`src/sv/ecfr_pkg.sv`:
```
package ecfr_pkg;

  localparam int unsigned MAX_FRAMES   = 64;
  localparam int unsigned FRAME_W      = $clog2(MAX_FRAMES);
  localparam int unsigned CNT_W        = $clog2(MAX_FRAMES + 1);
  localparam int unsigned CLOCK_PASSES = 4;
  localparam int unsigned PASS_W       = $clog2(CLOCK_PASSES);

  localparam logic [1:0] MODE_ALLOC   = 2'd0;
  localparam logic [1:0] MODE_SWAP    = 2'd1;
  localparam logic [1:0] MODE_RELEASE = 2'd2;

  typedef struct packed {
    logic               en;
    logic [FRAME_W-1:0] idx;
    logic               set_in_use;
    logic               clr_in_use;
    logic               set_use;
    logic               clr_use;
    logic               set_mod;
    logic               clr_mod;
  } fs_wr_t;

  typedef struct packed {
    logic in_use;
    logic use_bit;
    logic mod_bit;
  } fs_rd_t;

endpackage

```
`src/sv/ecfr_frame_state.sv`:
```
module ecfr_frame_state
  import ecfr_pkg::*;
(
  input  logic               clk,
  input  logic               rst_n,
  input  logic [FRAME_W-1:0] rd_idx,
  output fs_rd_t             rd,
  input  fs_wr_t             wr
);

  logic [MAX_FRAMES-1:0] in_use_r;
  logic [MAX_FRAMES-1:0] use_r;
  logic [MAX_FRAMES-1:0] mod_r;

  assign rd.in_use  = in_use_r[rd_idx];
  assign rd.use_bit = use_r[rd_idx];
  assign rd.mod_bit = mod_r[rd_idx];

  always_ff @(posedge clk) begin
    if (!rst_n) begin
      in_use_r <= '0;
      use_r    <= '0;
      mod_r    <= '0;
    end else if (wr.en) begin
      if (wr.set_in_use) begin
        in_use_r[wr.idx] <= 1'b1;
      end else if (wr.clr_in_use) begin
        in_use_r[wr.idx] <= 1'b0;
      end
      if (wr.set_use) begin
        use_r[wr.idx] <= 1'b1;
      end else if (wr.clr_use) begin
        use_r[wr.idx] <= 1'b0;
      end
      if (wr.set_mod) begin
        mod_r[wr.idx] <= 1'b1;
      end else if (wr.clr_mod) begin
        mod_r[wr.idx] <= 1'b0;
      end
    end
  end

endmodule

```
`src/sv/enhanced_clock_frame_replacer_core.sv`:
```
// Enhanced second-chance clock frame replacer.
// Input channel (in_valid/in_stall): one request carries in_mode and
// in_frame_index. Allocate grants the lowest free frame, or evicts a victim
// chosen by enhanced clock; swap-in always picks a clock victim; release
// frees a frame and echoes its index. Result channel (out_valid/out_stall)
// returns out_chosen_frame and out_evicted, one result per request.
// cfg_we/cfg_wdata set the active frame count; write only while idle.
// Release and the unused mode go straight to the finish state, which loads
// the output register once it is free. Allocate scans one frame per cycle
// from frame 0 for the lowest free frame; a full table then runs the clock,
// one frame a cycle. The second pass clears every use bit it passes, so a
// later pass always finds a victim.
// One request is processed at a time; in_stall is high while it is in
// flight and drops as its result is loaded into the output register.
// A finished result sits in the output register; the next request may be
// taken while it waits, and its own result holds until out_stall drops.
// Reset clears all in-use, use and modified bits, the hand and out_valid,
// and sets the frame count to 64.
module enhanced_clock_frame_replacer_core
  import ecfr_pkg::*;
(
  input  logic               clk,
  input  logic               rst_n,
  input  logic               in_valid,
  output logic               in_stall,
  input  logic [1:0]         in_mode,
  input  logic [FRAME_W-1:0] in_frame_index,
  output logic               out_valid,
  input  logic               out_stall,
  output logic [FRAME_W-1:0] out_chosen_frame,
  output logic               out_evicted,
  input  logic               cfg_we,
  input  logic [CNT_W-1:0]   cfg_wdata
);

  typedef enum logic [2:0] {
    ST_IDLE,
    ST_FREE,
    ST_CLOCK,
    ST_FALLBACK,
    ST_FINISH
  } state_t;

  state_t             state_r, state_nxt;
  logic [1:0]         mode_r, mode_nxt;
  logic [FRAME_W-1:0] idx_r, idx_nxt;
  logic [CNT_W-1:0]   cnt_r, cnt_nxt;
  logic [PASS_W-1:0]  pass_r, pass_nxt;
  logic [FRAME_W-1:0] hand_r, hand_nxt;
  logic [FRAME_W-1:0] res_frame_r, res_frame_nxt;
  logic               res_ev_r, res_ev_nxt;
  logic               out_valid_r, out_valid_nxt;
  logic [FRAME_W-1:0] out_frame_r, out_frame_nxt;
  logic               out_ev_r, out_ev_nxt;
  logic [CNT_W-1:0]   frame_count_r;

  logic [CNT_W-1:0]   n_eff;
  logic [FRAME_W-1:0] start_idx;
  logic [FRAME_W-1:0] next_idx;
  logic               at_last;
  logic               cnt_last;
  logic               match;
  logic               in_acc;
  fs_rd_t             fs_rd;
  fs_wr_t             fs_wr;

  ecfr_frame_state u_frame_state (
    .clk    (clk),
    .rst_n  (rst_n),
    .rd_idx (idx_r),
    .rd     (fs_rd),
    .wr     (fs_wr)
  );

  always_comb begin
    if (frame_count_r == '0) begin
      n_eff = CNT_W'(1);
    end else if (frame_count_r > CNT_W'(MAX_FRAMES)) begin
      n_eff = CNT_W'(MAX_FRAMES);
    end else begin
      n_eff = frame_count_r;
    end
  end

  assign start_idx = ({1'b0, hand_r} < n_eff) ? hand_r : '0;
  assign at_last   = ({1'b0, idx_r} + CNT_W'(1)) >= n_eff;
  assign next_idx  = at_last ? '0 : idx_r + FRAME_W'(1);
  assign cnt_last  = (cnt_r + CNT_W'(1)) >= n_eff;
  assign match     = !fs_rd.use_bit && (fs_rd.mod_bit == pass_r[0]);
  assign in_stall  = (state_r != ST_IDLE);
  assign in_acc    = in_valid && !in_stall;

  always_comb begin
    state_nxt     = state_r;
    mode_nxt      = mode_r;
    idx_nxt       = idx_r;
    cnt_nxt       = cnt_r;
    pass_nxt      = pass_r;
    hand_nxt      = hand_r;
    res_frame_nxt = res_frame_r;
    res_ev_nxt    = res_ev_r;
    out_valid_nxt = out_valid_r && out_stall;
    out_frame_nxt = out_frame_r;
    out_ev_nxt    = out_ev_r;
    fs_wr         = '0;
    fs_wr.idx     = idx_r;

    case (state_r)
      ST_IDLE: begin
        if (in_acc) begin
          mode_nxt = in_mode;
          idx_nxt  = '0;
          cnt_nxt  = '0;
          pass_nxt = '0;
          case (in_mode)
            MODE_ALLOC: begin
              state_nxt = ST_FREE;
            end
            MODE_SWAP: begin
              idx_nxt   = start_idx;
              state_nxt = ST_CLOCK;
            end
            MODE_RELEASE: begin
              fs_wr.en         = 1'b1;
              fs_wr.idx        = in_frame_index;
              fs_wr.clr_in_use = 1'b1;
              res_frame_nxt    = in_frame_index;
              res_ev_nxt       = 1'b0;
              state_nxt        = ST_FINISH;
            end
            default: begin
              res_frame_nxt = '0;
              res_ev_nxt    = 1'b0;
              state_nxt     = ST_FINISH;
            end
          endcase
        end
      end
      ST_FREE: begin
        if (!fs_rd.in_use) begin
          fs_wr.en         = 1'b1;
          fs_wr.set_in_use = 1'b1;
          fs_wr.set_use    = 1'b1;
          fs_wr.set_mod    = 1'b1;
          res_frame_nxt    = idx_r;
          res_ev_nxt       = 1'b0;
          state_nxt        = ST_FINISH;
        end else if (at_last) begin
          idx_nxt   = start_idx;
          state_nxt = ST_CLOCK;
        end else begin
          idx_nxt = next_idx;
        end
      end
      ST_CLOCK: begin
        if (match) begin
          fs_wr.en      = 1'b1;
          fs_wr.set_use = (mode_r == MODE_ALLOC);
          fs_wr.set_mod = (mode_r == MODE_ALLOC);
          fs_wr.clr_mod = (mode_r != MODE_ALLOC);
          hand_nxt      = next_idx;
          res_frame_nxt = idx_r;
          res_ev_nxt    = 1'b1;
          state_nxt     = ST_FINISH;
        end else begin
          // odd passes strip the second chance
          fs_wr.en      = pass_r[0];
          fs_wr.clr_use = pass_r[0];
          idx_nxt       = next_idx;
          if (cnt_last) begin
            cnt_nxt  = '0;
            pass_nxt = pass_r + PASS_W'(1);
            if (pass_r == PASS_W'(CLOCK_PASSES - 1)) begin
              state_nxt = ST_FALLBACK;
            end
          end else begin
            cnt_nxt = cnt_r + CNT_W'(1);
          end
        end
      end
      ST_FALLBACK: begin
        fs_wr.en      = 1'b1;
        fs_wr.idx     = '0;
        fs_wr.set_use = (mode_r == MODE_ALLOC);
        fs_wr.set_mod = (mode_r == MODE_ALLOC);
        fs_wr.clr_mod = (mode_r != MODE_ALLOC);
        res_frame_nxt = '0;
        res_ev_nxt    = 1'b1;
        state_nxt     = ST_FINISH;
      end
      ST_FINISH: begin
        if (!out_valid_r || !out_stall) begin
          out_valid_nxt = 1'b1;
          out_frame_nxt = res_frame_r;
          out_ev_nxt    = res_ev_r;
          state_nxt     = ST_IDLE;
        end
      end
      default: begin
        state_nxt = ST_IDLE;
      end
    endcase
  end

  always_ff @(posedge clk) begin
    if (!rst_n) begin
      state_r       <= ST_IDLE;
      mode_r        <= MODE_ALLOC;
      idx_r         <= '0;
      cnt_r         <= '0;
      pass_r        <= '0;
      hand_r        <= '0;
      out_valid_r   <= 1'b0;
      frame_count_r <= CNT_W'(MAX_FRAMES);
    end else begin
      state_r     <= state_nxt;
      mode_r      <= mode_nxt;
      idx_r       <= idx_nxt;
      cnt_r       <= cnt_nxt;
      pass_r      <= pass_nxt;
      hand_r      <= hand_nxt;
      out_valid_r <= out_valid_nxt;
      if (cfg_we) begin
        frame_count_r <= cfg_wdata;
      end
    end
  end

  always_ff @(posedge clk) begin
    res_frame_r <= res_frame_nxt;
    res_ev_r    <= res_ev_nxt;
    out_frame_r <= out_frame_nxt;
    out_ev_r    <= out_ev_nxt;
  end

  assign out_valid        = out_valid_r;
  assign out_chosen_frame = out_frame_r;
  assign out_evicted      = out_ev_r;

  a_accept_busy: assert property (@(posedge clk) disable iff (!rst_n)
    in_acc |=> (state_r != ST_IDLE))
    else $error("request accepted but sequencer stayed idle");

  a_clock_mode: assert property (@(posedge clk) disable iff (!rst_n)
    (state_r == ST_CLOCK) |-> (mode_r == MODE_ALLOC || mode_r == MODE_SWAP))
    else $error("clock scan running for a mode without victim selection");

  a_scan_range: assert property (@(posedge clk) disable iff (!rst_n)
    (state_r == ST_CLOCK || state_r == ST_FREE) |-> ({1'b0, idx_r} < n_eff))
    else $error("scan index beyond active frame count");

  a_finish_out: assert property (@(posedge clk) disable iff (!rst_n)
    (state_r == ST_FINISH && (!out_valid_r || !out_stall)) |=> out_valid_r)
    else $error("finished request did not reach the output register");

endmodule
```
`config.mk`:
```
export PLATFORM = sky130hd
export DESIGN_NAME = enhanced_clock_frame_replacer_core
export DESIGN_NICKNAME = d
export VERILOG_FILES = /design/src/sv/ecfr_pkg.sv /design/src/sv/ecfr_frame_state.sv /design/src/sv/enhanced_clock_frame_replacer_core.sv
export SDC_FILE = /design/constraint.sdc
export NUM_CORES = 1
export LEC_CHECK = 0
export CAP_MARGIN = 20
export CORE_ASPECT_RATIO = 1.1
export CORE_UTILIZATION = 40
export CTS_CLUSTER_DIAMETER = 150
export DETAILED_ROUTE_END_ITERATION = 8
export DONT_BUFFER_PORTS = 1
export PLACE_DENSITY = 0.51
export SLEW_MARGIN = 5
export SYNTH_ARGS = -nofsm -noshare
export SYNTH_HDL_FRONTEND = slang
export SYNTH_HIERARCHICAL = 1
export SYNTH_SLANG_ARGS = --single-unit
```
`constraint.sdc`:
```
create_clock -name clk -period 6.78 [get_ports clk]
set_input_delay 0.678 -clock clk [delete_from_list [all_inputs] [get_ports clk]]
set_output_delay 0.678 -clock clk [all_outputs]
set_load 0.02 [all_outputs]
```
==> impl_results.md <==
* DR vias at 11315
* HPWL after detailed placement at ~27 mm
* Share of cells above drive strength 1 at 8.40%
* CP Class: reg -> reg
* Internal at 2.56 mW
* CP max FO at 66
* Max-Cap Viols at 0
* Cell Count, Final, Fillers Out at roughly 1800
* Worst endpoint required time at between 7 and 8 ns
* Row Count at 68
* # fillers at 3024
* CTS max path bufs at 3
* Final nets at between 1000 and 1500
* Register area at slightly below 5000 um2
* Yosys reg bits at 240
* Synthesized instance count at 1456
* PD cells at ~240 nW/um2
* Top cell type's share of synthesized area at 35.4%
* H-tree Lvls at 1
* First-pass GRT wire length at ~67 mm
* Clock Skew at roughly 0.016 ns
* Largest net degree at the start of global routing at roughly 230
* Initial DRT Pass Iterations at 7
* Chip Width at approximately 170 um
* # hold bufs at CTS at 0
* Antenna violations before repair at 0
* Post-route ant nets at 0
* CP max-delay cell: dfxtp_2
* Cell mode on critical path: buf_4
* Post-CTS resize count at 0
* DR iter-0 viols at between 900 and 1000
* Final setup violation count at 0
* Wire per inst at 23.9 um
* Combinational Power Share at 7.9%
* Critical Path Sink Type: register
* Postcts setup bufs at 0
* Fin. Hold Viols at 0
* Placed Cells at roughly 1800
* Port Buf Inserts at 0
* Yosys top cell by area: dfxtp_1
* Final WL at approximately 44 mm
* Tot Pwr at around 3.4 mW
* Core region area at 31400 um2
* Crit path DAT at ~5.3 ns
* Slack of the critical path at between 1.5 and 2 ns
* Synth cell types at 75
* Area of the multi-input gates at roughly 7300 um2
* Leak pwr at between 4 and 5 nW
* Clk pwr share at 49.0%
* Bufs and invs on worst path at 3
* Final min period at around 4.8 ns
* Tcrit/Tclk final at between 70% and 80%
* Clk sink count at 240
* Area grow syn2layout at 9.73%
* Cell area after synthesis at between 10000 and 15000 um2
* Synth Warn # at 6
* Most common cell in the synthesized netlist: dfxtp_1
* Die height at 190 um
* Status: finished, final reports clean
* Ys flop type: dfxtp_1
* Max stage delay on crit path at a little over 0.7 ns
* Setup TNS at 0 ns
* Sequence of cells on the critical path: buf_4, buf_4, mux2i_1, a22oi_1, nand3_1, o21ai_0, o21ai_0, o21ai_1, nor2_4, buf_4, o21ai_1, nor2_1, nand3_1, a21boi_0
* Via-to-Cell Ratio at a little over 6
* Unrepaired setup endpoints after global routing: false
* DIE AREA at ~33000 um2
* CTS Buf Count at 28
* Number of global-route vias before repair at roughly 11000
* Most instantiated cells after synthesis: 226 x dfxtp_1, 199 x o21ai_0, 179 x a21boi_0
* Max-slew violation count at 0
* Register area share after synthesis at between 30% and 40%
* Worst slack, placed at about 2.1 ns
* Startpoint types: register
* Delay-heaviest family, CP: buffers and inverters
* Antenna fix cells at 0
* Worst slew pin tran at 1.09 ns
* Initial Utilization at 40.8%
* Clk Latency, worst-skew pair at roughly 0.56 ns
* Seq pwr share at between 40% and 50%
* Largest cells by area after synthesis: dfxtp_1 35%, a21boi_0 11%, o21ai_0 7.8%, nand3_1 6.3%, mux2i_1 5.2%
* Tot GR Track Use at between 20% and 30%
* VDD IR max at approximately 190 uV
* IO Count at 29
* DRC Markers at 0
* Worst slew margin at between 20% and 30%
* Post-synth EDFFs at 14
* Max Fclk at 0.207 GHz
* Synth async-reset ratio at 0%
* CTS clk-pin slew, worst paths at around 0.06 ns
* Grt total ovfl at 0
* Post-synth net total at roughly 1500
* NetSw at around 0.85 mW
* WHS at about 0.24 ns
* Clk root buf: clkbuf_16
* Syn_area_per_cell at 8.79 um2
* Hold Path Class: in -> reg
* Gp weighted congestion at ~0.88
* Net Sw Frac at between 20 and 25%
* CTS tree: built
## cell families after synthesis
family	Yosys count	share of synthesized area (%)
AOI/OAI and AO/OA	497	25.2
and+or+nand+nor	468	18.8
DFF	240	38.7
buffers and inverters	129	4.65
muxes	91	9.91
adders and majority gates	20	1.96
xor gates and xnor gates	11	0.812
## stage by stage
step,instance area (um2),utilization [%]
floorplan,12800,-
global placement,13000,41.4
detailed placement,13000,41.4
CTS,14000,44.7
global route,14000,44.7
finish,14000,44.7
## power by group through the flow
stage | Combinational, mW | Clock (mW) | Sequential, mW
floorplan | 0.214 | 0 | 1.48
global placement | 0.266 | 0 | 1.50
detailed placement | 0.265 | 0 | 1.50
CTS | 0.266 | 1.70 | 1.47
global route | 0.285 | 1.76 | 1.47
finish | 0.271 | 1.67 | 1.46
## layer usage
| metal | vias up | track usage [%] | share of wire (%) |
|---|---|---|---|
| met5 | - | 0 | 0 |
| met4 | 0 | 9.41 | 3.2 |
| met3 | 90 | 3.84 | 6.7 |
| met2 | 365 | 44.4 | 47 |
| met1 | 5600 | 34.6 | 43 |
| li1 | 5260 | - | - |
## layout by cell type (no fill, tap or decap), types with 31 or more instances in the layout
master,netlist,layout
nor2b_1,35,35
nand2_1,100,100
mux2i_1,67,67
a21boi_0,179,179
nand4_1,40,40
buf_4,3,31
nand3_1,160,160
dfxtp_1,226,224
o21ai_0,199,198
nor2_1,57,56
## cell type report
cell class	instances	share of cell area, %
tap	420	3.74
timing repair buffer	31	1.66
multi-input combinational	1087	51.9
inverter	7	0.187
sequential	240	35.3
clock inverter	9	1.06
clock buffer	43	6.19
## final timing paths
path                       start                  end  slack (ns)  depth (start not counted)
setup / recovery        idx_r[2]             register        1.96                         14
hold / removal             rst_n           state_r[2]        0.24                          1
hold reg to reg   res_frame_r[2]  out_chosen_frame[2]        0.42                          0
setup reg to reg        idx_r[2]             register        1.96                         14
No activity file was read; power rests on OpenSTA's default activity.
